[src/sv/rgb_led_blink_controller_assert.svh]
// Assertion macros for the RGB LED blink controller.
`ifndef RGB_LED_BLINK_CONTROLLER_ASSERT_SVH
`define RGB_LED_BLINK_CONTROLLER_ASSERT_SVH

// Same-cycle implication, checked out of reset only.
`define RLBC_ASSERT_IMP(label, clk, rstn, ante, cons) \
  label: assert property (@(posedge clk) disable iff (!(rstn)) (ante) |-> (cons)) \
    else $error("rlbc assertion failed");

// Next-cycle implication, checked out of reset only.
`define RLBC_ASSERT_NEXT(label, clk, rstn, ante, cons) \
  label: assert property (@(posedge clk) disable iff (!(rstn)) (ante) |=> (cons)) \
    else $error("rlbc assertion failed");

`endif

[src/sv/rlbc_pkg.sv]
// Shared types, codes and constants of the RGB LED blink controller.
package rlbc_pkg;

  localparam int unsigned PeriodW = 16;
  localparam int unsigned MaskW   = 3;
  localparam int unsigned Q3W     = 15;  // 65535 / 3 fits in 15 bits
  localparam int unsigned Q11W    = 13;  // 65535 / 11 fits in 13 bits
  localparam int unsigned IndexW  = 2;

  // Reciprocals: floor(p * M >> S) equals floor(p / d) for every 16-bit p.
  localparam logic [15:0] Recip3  = 16'd43691;
  localparam int unsigned Shift3  = 17;
  localparam logic [15:0] Recip11 = 16'd47663;
  localparam int unsigned Shift11 = 19;

  localparam int unsigned PeriodReset = 1000;
  localparam logic [PeriodW-1:0] PERIOD_RESET = PeriodW'(PeriodReset);
  localparam logic [Q3W-1:0]     Q3_RESET     = Q3W'(PeriodReset / 3);
  localparam logic [Q11W-1:0]    Q11_RESET    = Q11W'(PeriodReset / 11);

  localparam logic [MaskW-1:0] MASK_NONE  = 3'b000;
  localparam logic [MaskW-1:0] MASK_GREEN = 3'b010;

  typedef enum logic [IndexW-1:0] {
    REG_FLASH_PERIOD = 2'd0,
    REG_FLASH_MODE   = 2'd1,
    REG_LED_COLOR    = 2'd2
  } cfg_reg_e;

  typedef enum logic [2:0] {
    MODE_STEADY        = 3'd0,
    MODE_HALF          = 3'd1,
    MODE_THIRD         = 3'd2,
    MODE_SIXTH         = 3'd3,
    MODE_ELEVENTH      = 3'd4,
    MODE_TWO_THIRDS    = 3'd5,
    MODE_FIVE_SIXTHS   = 3'd6,
    MODE_TEN_ELEVENTHS = 3'd7
  } flash_mode_e;

  // Settings seen by the blink core.
  typedef struct packed {
    logic        [MaskW-1:0]   color;
    flash_mode_e               mode;
    logic        [PeriodW-1:0] on_time;
    logic        [PeriodW-1:0] off_time;
  } cfg_t;

endpackage

[src/sv/rlbc_in_if.sv]
// Input item channel: one millisecond tick with its card-seen flag.
interface rlbc_in_if;
  logic valid;
  logic ready;
  logic card_seen;

  modport source (output valid, output card_seen, input ready);
  modport sink   (input valid, input card_seen, output ready);
endinterface

[src/sv/rlbc_out_if.sv]
// Result item channel: the three LED drive bits.
interface rlbc_out_if;
  logic valid;
  logic ready;
  logic red_on;
  logic green_on;
  logic blue_on;

  modport source (output valid, output red_on, output green_on, output blue_on, input ready);
  modport sink   (input valid, input red_on, input green_on, input blue_on, output ready);
endinterface

[src/sv/rlbc_cfg_if.sv]
// Configuration write channel: register index and write data.
interface rlbc_cfg_if;
  logic        valid;
  logic        ready;
  logic [1:0]  index;
  logic [15:0] wdata;

  modport source (output valid, output index, output wdata, input ready);
  modport sink   (input valid, input index, input wdata, output ready);
endinterface

[src/sv/rlbc_cfg_regs.sv]
// Configuration registers with period quotients and phase-time selection.
module rlbc_cfg_regs (
  input  logic              clk_i,
  input  logic              rst_ni,
  rlbc_cfg_if.sink          cfg_ch_i,
  output rlbc_pkg::cfg_t    cfg_o
);
  import rlbc_pkg::*;

  logic [PeriodW-1:0] period_q;
  logic [Q3W-1:0]     q3_q;
  logic [Q11W-1:0]    q11_q;
  flash_mode_e        mode_q;
  logic [MaskW-1:0]   color_q;

  logic               wr_en;
  logic [31:0]        prod3;
  logic [31:0]        prod11;
  logic [Q3W-2:0]     q6;
  logic [PeriodW-1:0] t_half, t_third, t_sixth, t_elev, t_two3, t_five6, t_ten11;
  logic [PeriodW-1:0] on_time, off_time;

  assign cfg_ch_i.ready = 1'b1;
  assign wr_en          = cfg_ch_i.valid;

  // Quotients taken from the write data, so they are ready with the period.
  assign prod3  = 32'(cfg_ch_i.wdata) * 32'(Recip3);
  assign prod11 = 32'(cfg_ch_i.wdata) * 32'(Recip11);

  always_ff @(posedge clk_i or negedge rst_ni) begin
    if (!rst_ni) begin
      period_q <= PERIOD_RESET;
      q3_q     <= Q3_RESET;
      q11_q    <= Q11_RESET;
      mode_q   <= MODE_STEADY;
      color_q  <= MASK_NONE;
    end else if (wr_en) begin
      unique case (cfg_reg_e'(cfg_ch_i.index))
        REG_FLASH_PERIOD: begin
          period_q <= cfg_ch_i.wdata;
          q3_q     <= prod3[Shift3 +: Q3W];
          q11_q    <= prod11[Shift11 +: Q11W];
        end
        REG_FLASH_MODE: mode_q  <= flash_mode_e'(cfg_ch_i.wdata[2:0]);
        REG_LED_COLOR:  color_q <= cfg_ch_i.wdata[MaskW-1:0];
        default: ;
      endcase
    end
  end

  // Phase times: shifts and small adds on the stored quotients.
  assign q6      = q3_q[Q3W-1:1];
  assign t_half  = {1'b0, period_q[PeriodW-1:1]};
  assign t_third = PeriodW'(q3_q);
  assign t_sixth = PeriodW'(q6);
  assign t_elev  = PeriodW'(q11_q);
  assign t_two3  = {q3_q, 1'b0};
  assign t_five6 = PeriodW'({q6, 2'b00}) + PeriodW'(q6);
  assign t_ten11 = PeriodW'({q11_q, 3'b000}) + PeriodW'({q11_q, 1'b0});

  always_comb begin
    unique case (mode_q)
      MODE_HALF:          begin on_time = t_half;  off_time = t_half;  end
      MODE_THIRD:         begin on_time = t_third; off_time = t_two3;  end
      MODE_SIXTH:         begin on_time = t_sixth; off_time = t_five6; end
      MODE_ELEVENTH:      begin on_time = t_elev;  off_time = t_ten11; end
      MODE_TWO_THIRDS:    begin on_time = t_two3;  off_time = t_third; end
      MODE_FIVE_SIXTHS:   begin on_time = t_five6; off_time = t_sixth; end
      MODE_TEN_ELEVENTHS: begin on_time = t_ten11; off_time = t_elev;  end
      default:            begin on_time = period_q; off_time = period_q; end
    endcase
  end

  assign cfg_o.color    = color_q;
  assign cfg_o.mode     = mode_q;
  assign cfg_o.on_time  = on_time;
  assign cfg_o.off_time = off_time;

endmodule

[src/sv/rlbc_blink_core.sv]
// Blink state, millisecond countdown and registered LED result.
module rlbc_blink_core (
  input  logic           clk_i,
  input  logic           rst_ni,
  input  rlbc_pkg::cfg_t cfg_i,
  rlbc_in_if.sink        in_ch_i,
  rlbc_out_if.source     out_ch_o
);
  import rlbc_pkg::*;

  logic               lit_q, lit_d;
  logic [PeriodW-1:0] rem_q, rem_d, rem_sel;
  logic [MaskW-1:0]   mask_q, mask_d;
  logic               out_valid_q, out_valid_d;
  logic               in_ready, in_fire;

  // Take a new item whenever the result register is empty or being drained.
  assign in_ready      = !out_valid_q || out_ch_o.ready;
  assign in_fire       = in_ch_i.valid && in_ready;
  assign in_ch_i.ready = in_ready;

  always_comb begin
    lit_d   = lit_q;
    mask_d  = mask_q;
    rem_sel = rem_q;
    if (in_ch_i.card_seen) begin
      mask_d = MASK_GREEN;
    end else if (cfg_i.color == MASK_NONE) begin
      mask_d = MASK_NONE;
    end else if (cfg_i.mode == MODE_STEADY) begin
      mask_d = cfg_i.color;
    end else if (rem_q == '0) begin
      if (!lit_q) begin
        mask_d  = cfg_i.color;
        lit_d   = 1'b1;
        rem_sel = cfg_i.on_time;
      end else begin
        mask_d  = MASK_NONE;
        lit_d   = 1'b0;
        rem_sel = cfg_i.off_time;
      end
    end
    rem_d = (rem_sel == '0) ? '0 : rem_sel - 1'b1;
  end

  always_comb begin
    if (in_fire) begin
      out_valid_d = 1'b1;
    end else if (out_ch_o.ready) begin
      out_valid_d = 1'b0;
    end else begin
      out_valid_d = out_valid_q;
    end
  end

  always_ff @(posedge clk_i or negedge rst_ni) begin
    if (!rst_ni) begin
      lit_q       <= 1'b0;
      rem_q       <= '0;
      mask_q      <= MASK_NONE;
      out_valid_q <= 1'b0;
    end else begin
      out_valid_q <= out_valid_d;
      if (in_fire) begin
        lit_q  <= lit_d;
        rem_q  <= rem_d;
        mask_q <= mask_d;
      end
    end
  end

  // The drive mask doubles as the result register: it moves only on an accepted item.
  assign out_ch_o.valid    = out_valid_q;
  assign out_ch_o.red_on   = mask_q[0];
  assign out_ch_o.green_on = mask_q[1];
  assign out_ch_o.blue_on  = mask_q[2];

endmodule

[src/sv/rgb_led_blink_controller.sv]
// Top level of the RGB LED blink controller.
//
//  channel    dir   handshake      payload
//  --------   ---   ------------   -----------------------------------
//  cfg_ch_i   in    valid/ready    index[1:0], wdata[15:0]
//  in_ch_i    in    valid/ready    card_seen
//  out_ch_o   out   valid/ready    red_on, green_on, blue_on
//
//  One item per clock cycle while the output takes results: each tick
//  is handled in the cycle it is accepted and its LED result sits in
//  the output register from the next. Configuration writes are always
//  accepted (ready is held high); the period quotients for the phase
//  times are taken from the write data. Reset loads the documented
//  register values, off phase, zero countdown and all LEDs dark; no
//  clearing pass is needed. A stalled output holds its item and input
//  ready drops only while the result register is full and not taken.
`include "rgb_led_blink_controller_assert.svh"

module rgb_led_blink_controller (
  input  logic        clk_i,
  input  logic        rst_ni,
  rlbc_cfg_if.sink    cfg_ch_i,
  rlbc_in_if.sink     in_ch_i,
  rlbc_out_if.source  out_ch_o
);
  import rlbc_pkg::*;

  cfg_t             cfg;
  logic             tick_fire;
  logic             card_tick;
  logic             plain_tick;
  logic             no_color;
  logic [MaskW-1:0] leds;

  // Registers, quotients and the on/off times for the selected ratio.
  rlbc_cfg_regs u_cfg_regs (
    .clk_i    (clk_i),
    .rst_ni   (rst_ni),
    .cfg_ch_i (cfg_ch_i),
    .cfg_o    (cfg)
  );

  // Phase state, countdown and the LED result register.
  rlbc_blink_core u_blink_core (
    .clk_i    (clk_i),
    .rst_ni   (rst_ni),
    .cfg_i    (cfg),
    .in_ch_i  (in_ch_i),
    .out_ch_o (out_ch_o)
  );

  // Handshake and result views for the checks below.
  assign tick_fire  = in_ch_i.valid && in_ch_i.ready;
  assign card_tick  = tick_fire && in_ch_i.card_seen;
  assign plain_tick = tick_fire && !in_ch_i.card_seen;
  assign no_color   = (cfg.color == MASK_NONE);
  assign leds       = {out_ch_o.blue_on, out_ch_o.green_on, out_ch_o.red_on};

  // Every accepted tick leaves a result waiting in the next cycle.
  `RLBC_ASSERT_NEXT(a_fire_gives_result, clk_i, rst_ni, tick_fire, out_ch_o.valid)

  // A card-seen tick drives green alone.
  `RLBC_ASSERT_NEXT(a_card_forces_green, clk_i, rst_ni, card_tick, leds == MASK_GREEN)

  // With no colour set and no card, every LED goes dark.
  `RLBC_ASSERT_NEXT(a_none_is_dark, clk_i, rst_ni, plain_tick && no_color, leds == MASK_NONE)

endmodule

[src/flat_wrapper.sv]
// flat-port wrapper written by rule: the top's interface ports become plain ports
module rgb_led_blink_controller_flat import rlbc_pkg::*;
  (clk_i, rst_ni, cfg_ch_i_valid, cfg_ch_i_index, cfg_ch_i_wdata, cfg_ch_i_ready, in_ch_i_valid, in_ch_i_card_seen, in_ch_i_ready, out_ch_o_valid, out_ch_o_red_on, out_ch_o_green_on, out_ch_o_blue_on, out_ch_o_ready);
  rlbc_cfg_if cfg_ch_i_i ();
  rlbc_in_if in_ch_i_i ();
  rlbc_out_if out_ch_o_i ();
  input  logic clk_i;
  input  logic rst_ni;
  input wire logic [$bits(cfg_ch_i_i.valid)-1:0] cfg_ch_i_valid;
  input wire logic [$bits(cfg_ch_i_i.index)-1:0] cfg_ch_i_index;
  input wire logic [$bits(cfg_ch_i_i.wdata)-1:0] cfg_ch_i_wdata;
  output wire logic [$bits(cfg_ch_i_i.ready)-1:0] cfg_ch_i_ready;
  input wire logic [$bits(in_ch_i_i.valid)-1:0] in_ch_i_valid;
  input wire logic [$bits(in_ch_i_i.card_seen)-1:0] in_ch_i_card_seen;
  output wire logic [$bits(in_ch_i_i.ready)-1:0] in_ch_i_ready;
  output wire logic [$bits(out_ch_o_i.valid)-1:0] out_ch_o_valid;
  output wire logic [$bits(out_ch_o_i.red_on)-1:0] out_ch_o_red_on;
  output wire logic [$bits(out_ch_o_i.green_on)-1:0] out_ch_o_green_on;
  output wire logic [$bits(out_ch_o_i.blue_on)-1:0] out_ch_o_blue_on;
  input wire logic [$bits(out_ch_o_i.ready)-1:0] out_ch_o_ready;
  assign cfg_ch_i_i.valid = cfg_ch_i_valid;
  assign cfg_ch_i_i.index = cfg_ch_i_index;
  assign cfg_ch_i_i.wdata = cfg_ch_i_wdata;
  assign cfg_ch_i_ready = cfg_ch_i_i.ready;
  assign in_ch_i_i.valid = in_ch_i_valid;
  assign in_ch_i_i.card_seen = in_ch_i_card_seen;
  assign in_ch_i_ready = in_ch_i_i.ready;
  assign out_ch_o_valid = out_ch_o_i.valid;
  assign out_ch_o_red_on = out_ch_o_i.red_on;
  assign out_ch_o_green_on = out_ch_o_i.green_on;
  assign out_ch_o_blue_on = out_ch_o_i.blue_on;
  assign out_ch_o_i.ready = out_ch_o_ready;
  rgb_led_blink_controller u_core (.clk_i(clk_i), .rst_ni(rst_ni), .cfg_ch_i(cfg_ch_i_i), .in_ch_i(in_ch_i_i), .out_ch_o(out_ch_o_i));
endmodule
[config.mk]
export PLATFORM = sky130hd
export DESIGN_NAME = rgb_led_blink_controller_flat
export DESIGN_NICKNAME = d
export VERILOG_FILES = /design/src/sv/rlbc_pkg.sv /design/src/sv/rlbc_in_if.sv /design/src/sv/rlbc_out_if.sv /design/src/sv/rlbc_cfg_if.sv /design/src/sv/rlbc_cfg_regs.sv /design/src/sv/rlbc_blink_core.sv /design/src/sv/rgb_led_blink_controller.sv /design/src/flat_wrapper.sv
export VERILOG_INCLUDE_DIRS = /design/src /design/src/sv
export SDC_FILE = /design/constraint.sdc
export NUM_CORES = 1
export LEC_CHECK = 0
export BUFFER_PORTS_ARGS = -buffer_cell sky130_fd_sc_hd__clkbuf_2
export CAP_MARGIN = 20
export CORE_ASPECT_RATIO = 1.25
export CORE_MARGIN = 1
export CORE_UTILIZATION = 55
export DETAILED_ROUTE_END_ITERATION = 16
export HOLD_SLACK_MARGIN = 0.03
export PLACE_DENSITY_LB_ADDON = 0.12
export SYNTH_ARGS = -nofsm -noshare
export SYNTH_HDL_FRONTEND = slang
export SYNTH_SLANG_ARGS = --single-unit
[constraint.sdc]
create_clock -name clk_i -period 3.5 [get_ports clk_i]
set_clock_uncertainty 0.1 [all_clocks]
set_input_delay 0.175 -clock clk_i [delete_from_list [all_inputs] [get_ports clk_i]]
set_output_delay 0.175 -clock clk_i [all_outputs]
set_load 0.01 [all_outputs]
Word-level counts from Yosys, hierarchy flattened
Cells that the tools add are included.
Word-level totals
  logic and storage cells: 57
  output and inout port bits: 6
  flip-flop bits (word level): 71
Cells by class
  reductions and logical operators: 15
  $mul: 2
  equal/unequal tests: 9
  bitwise gates (word level): 3
  mux-type cells: 16
  add/sub/neg operators: 3
Operator list (count)
  one-hot mux 16 bit (7 select lines): 2
  2-to-1 mux 16 bit: 6
  multiplier 16 x 16 -> 32 bit, second input constant: 2
  adder 16 x 14 -> 16 bit: 2
  zero test 16 bit: 2
  subtractor 16 x 1 -> 16 bit, second input constant: 1
  2-to-1 mux 3 bit: 5
  == test 3 bit, second input constant: 4
  AND reduction 2 bit: 4
  == test 3 x 2 -> 1 bit, second input constant: 2
  zero test 3 bit: 2
  AND reduction 5 bit: 1
  nonzero test 4 bit: 1
  == test 3 x 1 -> 1 bit, second input constant: 1
  2-to-1 mux 1 bit: 3
  inverter 1 bit: 3
  == test 2 x 1 -> 1 bit, second input constant: 1
  == test 2 bit, second input constant: 1
  zero test 2 bit: 1
  nonzero test 2 bit: 1
  logical AND 1 bit: 1
  zero test 1 bit: 1
  logical OR 1 bit: 1

Logic depth before layout (Yosys ltp)
Gate-level depths: netlist of the first run.
  depth after elaboration: 9
  gate-level depth with buffers: 23
  mapped depth without buffers: 23

Hierarchy
Synthesis of the first run repeated with hierarchy kept, for this count alone.
Second synthesis, totals
  cell total of the unflattened synthesis: 1756
  area, all modules: 15646.3 um2
Modules (own cells, without submodules)
  rlbc_cfg_regs: instances 1, cells an instance 1517, area each 13721.9 um2, seq. area each 1270.0 um2
  rlbc_blink_core: instances 1, cells an instance 239, area each 1924.3 um2, seq. area each 525.5 um2

Least setup slack after synthesis of the first run
No wires, ideal clock.
  path type: input to register
  start: input port cfg_ch_i_wdata[2]
  end: register u_core.u_cfg_regs.q11_q[12]
  cell stages on the path: 21
  data arrival time: 5229 ps
  data required time: 3265 ps
  path slack: -1964 ps
  buffers on the path: 0
  path through: ha_1 inv_1 fa_1 inv_1 fa_1 fa_1 fa_1 inv_1 fa_1 inv_1 ha_1 o21ai_0 nand2_1 a32oi_1 o21ai_0 a41oi_1 o21ai_0 o41ai_1 o21ai_0 xnor2_1 o21ai_0
On the way
  word-level cells in the longest chain between the ends: 1
Ends and longest elaborated chain
  start: declaration: line flat_wrapper.sv:11  | input wire logic [$bits(cfg_ch_i_i.wdata)-1:0] cfg_ch_i_wdata;
  multiplier 16 x 16 -> 32 bit: line rlbc_cfg_regs.sv:28  | assign prod11 = 32'(cfg_ch_i.wdata) * 32'(Recip11);
  end signal: assignment: line rlbc_cfg_regs.sv:42  | q11_q <= prod11[Shift11 +: Q11W];
  end: declaration: line rlbc_cfg_regs.sv:12  | logic [Q11W-1:0] q11_q;
Every way passes these cells.
A chain may end at the register's enable or synchronous reset.

Final worst setup path of the first run
  start: input port cfg_ch_i_wdata[7]
  end: register u_core.u_cfg_regs.q11_q[9]
The elaborated chain is that of the path after synthesis.

==> out/summary.md, run 1 <==
The post-detailed-route wirelength per cell was 19.8 um; the total iterations of the first detailed-routing run was 5. The maximum fanout along the worst path was 6. The checks that failed: setup timing.

The library cell used most frequently in the layout, excluding fill and tap cells, is sky130_fd_sc_hd__inv_1. Yosys mapped the design onto 91 distinct sky130hd cell types. The async set-or-reset flop fraction in the synthesized netlist is 100%, and the sequential group share of total power is 7.1%. The mean instance size in the synthesized netlist was 9.29 um^2; the initial core utilization was 55.8%. Cells with a size suffix above 1 make up 31.1% of the layout.

For this design the ratio of total power to cell area is 1070 nW/um^2. The run gives 3.61 ns as the data required time at the worst endpoint. After synthesis, the cell types taking the most area are sky130_fd_sc_hd__fa_1 24%, sky130_fd_sc_hd__ha_1 23%, sky130_fd_sc_hd__dfrtp_1 9.2%. The layout has 1992 filler cells.

The cell sitting at the root of the clock tree is a sky130_fd_sc_hd__clkbuf_16. The detailed router placed 13025 vias in this run. The run gives 13470 as the number of global-route vias before repair. For the relative slew slack, the log shows 50.3%. The number of clock sinks came out at 70.

Internal power comes to 10.9 mW. The worst setup margin was -1.61 ns. The worst-case IR drop observed on VDD is 0.00127 V. The leading area contributor after synthesis is sky130_fd_sc_hd__fa_1.

Entering global routing, the biggest net connects 47 pins. Timing analysis after detailed placement gives a worst setup slack of -2.09 ns. Clock-pin slew was measured on the worst setup and hold paths at 0.06 ns. Summed over all cells, the static leakage comes to 9.90 nW. With fillers left out, the area of the finished cells amounts to 19500 um^2. The total global routing overflow came out at 0. Static timing analysis puts the maximum clock frequency at 196 MHz. The run finished, with violations left. After synthesis the cells add up to 14900 um^2. The number of cells on the worst reg-to-reg path is 13. In this run, synthesis produced a sequential element count of 70. The worst min-delay path category is input port to flop. The ratio of final minimum period to clock period was 146%; the H-tree depth was 3. In the layout the commonest cells are 309 x sky130_fd_sc_hd__inv_1, 303 x sky130_fd_sc_hd__buf_4, 241 x sky130_fd_sc_hd__ha_1. The worst setup path is of the input port to flop kind. The worst-margin pin slew works out to 0.743 ns. The detail route stage leaves a number of antenna-violating nets equal to 0. The first global-routing pass estimated 69900 um of wire. The sequential-to-total area share from yosys stat is 11.9%.

Once placement finished, the instance area stood at 17800 um^2. The width of the die was 149 um. The initial DRC count is 545, and the source-to-sink clock delay at the later pin of the worst-skew pair is 0.36 ns. Mean number of vias per cell: 5.69. From bottom edge to top edge, the die measures 186 um. The number of nets in the layout came out at 2418.

Once placement completed, the tool counted placed cells totaling 2239. In this run the tool buffered the top-level ports with 28 buffer cells. Max-slew violation count: 0. Per report_power, the clock group accounts for 5.0% of the total. The number of endpoints with negative hold slack in the final report was 0; the total of warnings raised by yosys was 0. The floorplan has 67 rows. The logs give 20.8 mW for the post-route total power and 2289 for the number of standard cells in the layout, taps in and fillers out.

The type of element launching the critical path is an input port. The antenna diode count came out at 0. For the routability congestion estimate, the log shows 1.01. The routed design could run at a clock period as short as 5.11 ns. The total die area is 27800 um^2, and the cell count of the worst hold path is 3.

The number of antenna violations at the first check in global routing is 0. Combinational cell fraction of total power: 87.9%. Setup repair after global routing could not meet its margin everywhere. The share of the synthesized area in the top cell type was 24.3%; the post-synthesis to final-layout area growth was 30.4%.

Global routing used 33.4% of the available tracks. Setup violations remaining at the end of the flow were counted as 38. The switching power as a share of total power came out at 47.8%. Measured on the finished design, the core utilization comes to 72.8%. The worst setup path is captured at a flop. The wire length after detailed routing is 45300 um, and the switching power total is 9.94 mW. The tools report the area inside the core boundary as 26700 um^2. The number of max-capacitance violations reported was 0; the arrival time of the worst setup path was 5.22 ns.

In the routed design, unresolved DRC markers number 0. The maximum buffer depth of the clock tree was 2. 30 I/O pins were placed. TritonCTS built the clock tree. The number of flops mapped to enable cells by yosys works out to 0. The cell count after synthesis came out at 1606. The synthesized netlist net count was 2085. The most used flip-flop cell after synthesis is sky130_fd_sc_hd__dfrtp_1. Detailed placement ended at an HPWL of 37100 um.

The tools report the TritonCTS buffer count as 9.
synth_stat cells (5+ instances only):
cell type / instances
sky130_fd_sc_hd__a221oi_1: 7
sky130_fd_sc_hd__nand2_1: 97
sky130_fd_sc_hd__a21o_1: 18
sky130_fd_sc_hd__mux2i_1: 27
sky130_fd_sc_hd__o21ai_1: 14
sky130_fd_sc_hd__nand2b_1: 15
sky130_fd_sc_hd__a211o_1: 6
sky130_fd_sc_hd__xor2_1: 20
sky130_fd_sc_hd__inv_1: 325
sky130_fd_sc_hd__buf_2: 13
sky130_fd_sc_hd__and3_1: 12
sky130_fd_sc_hd__nand3b_1: 7
sky130_fd_sc_hd__mux2_2: 16
sky130_fd_sc_hd__ha_1: 274
sky130_fd_sc_hd__clkbuf_1: 15
sky130_fd_sc_hd__buf_4: 9
sky130_fd_sc_hd__a211oi_1: 17
sky130_fd_sc_hd__a31oi_1: 5
sky130_fd_sc_hd__xnor2_1: 28
sky130_fd_sc_hd__or2_2: 5
sky130_fd_sc_hd__nand4_1: 5
sky130_fd_sc_hd__fa_1: 181
sky130_fd_sc_hd__dfrtp_1: 55
sky130_fd_sc_hd__o221ai_1: 9
sky130_fd_sc_hd__o21ai_0: 76
sky130_fd_sc_hd__and2_1: 6
sky130_fd_sc_hd__nor2_1: 58
sky130_fd_sc_hd__a22oi_1: 5
sky130_fd_sc_hd__o21bai_1: 5
sky130_fd_sc_hd__o21a_1: 7
sky130_fd_sc_hd__nor4_1: 9
sky130_fd_sc_hd__o211ai_1: 9
sky130_fd_sc_hd__a21oi_1: 71
sky130_fd_sc_hd__o22ai_1: 6
sky130_fd_sc_hd__nor3_1: 17
sky130_fd_sc_hd__o31ai_1: 7
sky130_fd_sc_hd__dfstp_2: 15
sky130_fd_sc_hd__a311oi_1: 7
sky130_fd_sc_hd__nand3_1: 24
sky130_fd_sc_hd__nor2b_1: 13
critical path, cell delays in order:
cell,delay (ns)
sky130_fd_sc_hd__clkbuf_2,0.17
sky130_fd_sc_hd__ha_1,0.35
sky130_fd_sc_hd__fa_1,0.56
sky130_fd_sc_hd__inv_1,0.06
sky130_fd_sc_hd__fa_1,0.44
sky130_fd_sc_hd__fa_1,0.50
sky130_fd_sc_hd__inv_1,0.05
sky130_fd_sc_hd__fa_1,0.49
sky130_fd_sc_hd__inv_1,0.05
sky130_fd_sc_hd__fa_1,0.47
sky130_fd_sc_hd__inv_1,0.04
sky130_fd_sc_hd__ha_1,0.33
sky130_fd_sc_hd__nand3_1,0.13
sky130_fd_sc_hd__a21oi_1,0.07
sky130_fd_sc_hd__a32oi_2,0.20
sky130_fd_sc_hd__o21ai_2,0.12
sky130_fd_sc_hd__a41oi_2,0.23
sky130_fd_sc_hd__o21ai_2,0.11
sky130_fd_sc_hd__buf_4,0.15
sky130_fd_sc_hd__o21a_1,0.18
sky130_fd_sc_hd__nor2_1,0.12
sky130_fd_sc_hd__xor2_1,0.16
sky130_fd_sc_hd__o21ai_1,0.07
registers in the layout, indices dropped and copies added, names as in the netlist:
| name | cells |
|---|---|
| u_core.u_blink_core.lit_q | 1 |
| u_core.u_cfg_regs.period_q | 15 |
| u_core.u_blink_core.mask_q | 3 |
| u_core.u_blink_core.rem_q | 16 |
| u_core.u_cfg_regs.q3_q | 15 |
| u_core.u_cfg_regs.color_q | 3 |
| u_core.u_blink_core.out_ch_o.valid | 1 |
| u_core.u_cfg_regs.q11_q | 13 |
| u_core.u_cfg_regs.mode_q | 3 |
cells by family (layout without fill, tap and decap cells):
kind of cell / Yosys count / count (layout) / synth area share (%)
adders and majority gates: 455 / 455 / 47.3
buffers and inverters: 368 / 705 / 9.74
AOI/OAI and AO/OA: 326 / 327 / 15.0
and+or+nand+nor: 291 / 291 / 9.87
DFF: 70 / 70 / 11.9
xor gates and xnor gates: 48 / 48 / 2.82
muxes: 47 / 47 / 3.47
other: 1 / 1 / 0.0251
cell type report:
| class | instances | area (um^2) | share of cell area [%] |
|---|---|---|---|
| multi-input combinational | 1169 | 12800 | 65.5 |
| clock buffer | 12 | 258 | 1.32 |
| tap | 345 | 432 | 2.22 |
| timing repair buffer | 363 | 2940 | 15.1 |
| sequential | 70 | 1770 | 9.11 |
| clock inverter | 4 | 76.3 | 0.392 |
| inverter | 326 | 1230 | 6.31 |
timing repair:
action | 4_1_cts | 5_1_grt
pin swaps | 104 | 101
setup buffers | 21 | 16
gates resized for setup | 127 | 94
hold endpoints to repair | 34 | 0
cloned | 1 | 0
hold buffers | 2 | 0
setup endpoints to repair | 44 | 44
final timing paths:
check	end	slack (ns)	start
worst max-delay path	u_core.u_cfg_regs.q11_q[9]	-1.61	cfg_ch_i_wdata[7]
worst min-delay path	u_core.u_blink_core.out_ch_o.valid	0.05	out_ch_o_ready
worst max register to register	u_core.u_blink_core.rem_q[14]	-0.07	u_core.u_cfg_regs.q3_q[3]
worst min register to register	u_core.u_cfg_regs.q11_q[4]	0.38	u_core.u_cfg_regs.q11_q[4]
max in group asynchronous	u_core.u_cfg_regs.period_q[8]	2.28	rst_ni
min in group asynchronous	u_core.u_cfg_regs.q3_q[13]	0.27	rst_ni
per-stage QoR:
stage | hold WS [ns] | TNS, ns
finish | 0.0502 | -38.80
global route | 0.0680 | -44.42
CTS | 0.0493 | -39.11
detailed placement | 0.121 | -55.80
global placement | 0.110 | -52.35
floorplan | -0.221 | -31.90
power by group through the flow:
stage          combinational (mW)  sequential [mW]  clock, mW
5_1_grt                      20.0             1.51       1.08
3_5_place_dp                 14.6             1.47          0
4_1_cts                      16.6             1.46       1.05
2_1_floorplan                8.75             1.41          0
6_report                     18.3             1.48       1.03
3_3_place_gp                 14.3             1.47          0
layer usage:
metal	share of wire [%]	vias up	GRT usage, %
li1	-	6125	-
met1	39	6442	38.0
met2	52	332	61.1
met3	3.1	126	2.98
met4	6.3	0	19.5
met5	0	-	0
(Power assumes the default switching activity.)
==> run 2: changes to the inputs <==
==> constraint.sdc (replaced) <==
create_clock -name clk_i -period 5.67 [get_ports clk_i]
set_clock_uncertainty 0.1 [all_clocks]
set_input_delay 0.567 -clock clk_i [delete_from_list [all_inputs] [get_ports clk_i]]
set_output_delay 0.567 -clock clk_i [all_outputs]
set_load 0.01 [all_outputs]
==> run 2 against run 1 <==
Net effect: the flow now finishes without violations; sequential power down 28%; combinational power down 55%; final cell count shrank 8.7%; hold slack better by 0.20 ns; register-to-register slack gained 1.2 ns; worst setup slack improved by 1.7 ns; largest power group unchanged.
==> out/summary.md, run 2 (synthesis gave the netlist of run 1 again) <==
The tools report the clock network fraction of design power as 6.6% (was 5.0%). The wire length after detailed routing is 41600 um (was 45300 um), and the switching power total is 4.99 mW (was 9.94 mW). The number of hold buffers added after cts is 0 (was 2). The die outline height was 186 um (unchanged); the delay of the slowest cell on the worst path was 0.58 ns (was 0.56 ns).

The post-detailed-route wirelength per cell was 19.9 um (was 19.8 um); the half-perimeter wire length after detailed placement was 35300 um (was 37100 um). TritonCTS buffer count: 9 (unchanged). The worst-margin pin slew works out to 1.22 ns (was 0.743 ns). The number of clock sinks came out at 70 (unchanged). The run gives 10.0 mW (was 20.8 mW) as the post-route total power.

For the number of max-capacitance violations reported, the log shows 0 (unchanged). Leading cell type in the layout, fill and taps excluded: sky130_fd_sc_hd__inv_1 (unchanged). Largest registers: u_core.u_blink_core.rem_q x16, u_core.u_cfg_regs.period_q x15, u_core.u_cfg_regs.q3_q x15 (unchanged). The worst setup margin came out at 0.0594 ns (was -1.61 ns). The type of element launching the critical path was an input port (unchanged). The source-to-sink clock delay at the later pin of the worst-skew pair came out at 0.34 ns (was 0.36 ns). For the total global routing overflow, the log shows 0 (unchanged).

The run gives 27800 um^2 (unchanged) as the total die area. The global-route wire length before repair was 65100 um (was 69900 um); the power density relative to cell area was 585 nW/um^2 (was 1070 nW/um^2). Arrival time of the worst setup path: 5.71 ns (was 5.22 ns).

Ordered cell list for the critical path: buf_12 -> ha_4 -> inv_2 -> fa_1 -> inv_2 -> fa_1 -> fa_1 -> fa_1 -> inv_2 -> fa_1 -> inv_2 -> ha_4 -> o21ai_4 -> nand2_2 -> a32oi_2 -> o21ai_2 -> a41oi_2 -> o21ai_2 -> o41ai_4 -> o21bai_1 -> xnor2_1 -> o21ai_1 (was clkbuf_2 -> ha_1 -> fa_1 -> inv_1 -> fa_1 -> fa_1 -> inv_1 -> fa_1 -> inv_1 -> fa_1 -> inv_1 -> ha_1 -> nand3_1 -> a21oi_1 -> a32oi_2 -> o21ai_2 -> a41oi_2 -> o21ai_2 -> buf_4 -> o21a_1 -> nor2_1 -> xor2_1 -> o21ai_1). The register with the most flip-flops is u_core.u_blink_core.rem_q (unchanged). The logs give 3 (unchanged) for the H-tree depth and 0.000822 V (was 0.00127 V) for the maximum resistive drop on vdd. Worst hold slack: 0.249 ns (was 0.0502 ns). The total via count after detailed routing was 12025 (was 13025); the sequential group share of total power was 10.6% (was 7.1%). The core occupancy in the finished layout was 64.1% (was 72.8%). TritonCTS built the clock tree.

The initial DRC count is 470 (was 545). The antenna diode count was 0 (unchanged). Worst min-delay path category: input port to asynchronous set/reset pin (was input port to flop).

The number of antenna violations at the first check in global routing is 0 (unchanged), and the total iterations of the first detailed-routing run is 5 (unchanged). The number of flip-flops under the largest register name works out to 16 (unchanged). The routability congestion estimate was 0.985 (was 1.01).

Count of final setup violators: 0 (was 38). The number of endpoints with negative hold slack in the final report is 0 (unchanged), and the layout cell share with drive strength beyond 1 is 17.0% (was 31.1%). The run finished with clean final reports. The count of port buffers added during placement is 28 (unchanged). Number of global-route vias before repair: 12452 (was 13470). The tools report the leakage power of the design as 8.74 nW (was 9.90 nW).

The largest net degree at the start of global routing is 81 (was 47), and the mean number of vias per cell is 5.75 (was 5.69). For the number of top-level design ports, the log shows 30 (unchanged). The maximum fanout along the worst path is 5 (was 6), and the switching power as a share of total power is 49.8% (was 47.8%). The clock root buffer master is sky130_fd_sc_hd__clkbuf_16 (unchanged).

The data required time at the worst endpoint came out at 5.77 ns (was 3.61 ns). Kind of end point of the critical path: a flop (unchanged). Ratio of final minimum period to clock period: 99.0%.

Leading cell types in the layout, fill and taps excluded: 321 x sky130_fd_sc_hd__inv_1, 255 x sky130_fd_sc_hd__ha_1, 181 x sky130_fd_sc_hd__fa_1 (was 309 x sky130_fd_sc_hd__inv_1, 303 x sky130_fd_sc_hd__buf_4, 241 x sky130_fd_sc_hd__ha_1). The number of DRC violations after detailed routing is 0 (unchanged), and the internal power summed over all cells is 5.02 mW (was 10.9 mW). Based on the critical path, the design can be clocked at up to 178 MHz.

The logs give 2220 (was 2418) for the number of nets in the layout and 18.3% (was 50.3%) for the relative slew slack. The logs give 31.1% (was 33.4%) for the overall routing resource usage and 26700 um^2 (unchanged) for the area inside the core boundary. The pre-CTS setup slack was -0.576 ns (was -2.09 ns); the width of the die was 149 um (unchanged).

The run gives 67 (unchanged) as the count of standard-cell rows. Most frequent cell on the critical path: sky130_fd_sc_hd__fa_1 (unchanged). The number of nets with antenna violations after detailed routing was 0 (unchanged); the post-synthesis to final-layout area growth was 14.8% (was 30.4%). The cell with the largest stage delay on the worst path was sky130_fd_sc_hd__fa_1 (unchanged).

After layout, the minimum clock period comes to 5.61 ns. The run gives 2 (unchanged) as the maximum buffer depth of the clock tree. The clock transition at the register clock pins on the worst setup and hold paths after CTS is 0.06 ns (about the same), and the combinational cell fraction of total power is 82.8% (was 87.9%). Setup repair after global routing could not meet its margin everywhere. The kind of critical path was input port to flop (unchanged). For the max-slew violation count, the log shows 0 (unchanged). Initial core utilization: 55.8% (unchanged).
==> run 2: worst max-delay path: cells and delay by family <==
family                     cells  cell delay (ns)
xor gates and xnor gates       1             0.19
and+or+nand+nor                1             0.07
AOI/OAI and AO/OA              8             1.42
adders and majority gates      7             3.16
buffers and inverters          5             0.28
==> run 2: metrics by stage <==
| step | cells | cell area, um^2 | setup TNS, ns |
|---|---|---|---|
| 6_report | 2091 | 17100 | 0 |
| 5_1_grt | 2091 | 17100 | -0.617 |
| 4_1_cts | 2087 | 16700 | 0 |
| 3_5_place_dp | 2071 | 16300 | -7.34 |
| 3_3_place_gp | 2071 | 16300 | -5.31 |
| 2_1_floorplan | 1606 | 14900 | 0 |
==> run 2: power groups by stage <==
stage          sequential, mW  clock [mW]  combinational (mW)
2_1_floorplan           0.869           0                5.12
4_1_cts                  1.05       0.671                7.71
3_5_place_dp             1.06           0                7.58
5_1_grt                  1.08       0.698                9.31
6_report                 1.06       0.663                8.29
3_3_place_gp             1.05           0                7.41
==> run 2: layout make-up <==
class | instances | area [um^2]
clock buffer | 11 | 243
fill | 2269 | 9610
multi-input combinational | 1168 | 12100
clock inverter | 5 | 106
timing repair buffer | 166 | 1280
tap | 345 | 432
inverter | 326 | 1220
sequential | 70 | 1770
==> run 2: final timing paths <==
| kind | cells after the start | end | slack (ns) | start |
|---|---|---|---|---|
| max | 22 | u_core.u_cfg_regs.q11_q[11] | 0.06 | cfg_ch_i_wdata[4] |
| min | 1 | u_core.u_cfg_regs.q11_q[2] | 0.25 | rst_ni |
| max reg2reg | 13 | u_core.u_blink_core.rem_q[14] | 1.09 | u_core.u_cfg_regs.q3_q[3] |
| min reg2reg | 2 | u_core.u_cfg_regs.period_q[8] | 0.39 | u_core.u_cfg_regs.period_q[8] |
| max in group asynchronous | 1 | u_core.u_cfg_regs.mode_q[1] | 4.55 | rst_ni |
| min in group clk_i | 2 | u_core.u_blink_core.out_ch_o.valid | 0.34 | in_ch_i_valid |
==> run 2: timing repair <==
item                       4_1_cts  5_1_grt
pin swaps                        6       30
buffers inserted                 0        4
setup endpoints to repair       11       18
resized for setup               11       91
==> run 2: per-layer routing <==
metal / wire (um) / up-vias / part of all wire (%) / track usage, %
li1: - / 5729 / - / -
met2: 22100 / 307 / 53 / 59.2
met3: 1240 / 125 / 3.0 / 2.51
met5: 0 / - / 0 / 0
met4: 2740 / 0 / 6.6 / 18.4
met1: 15500 / 5864 / 37 / 33.2
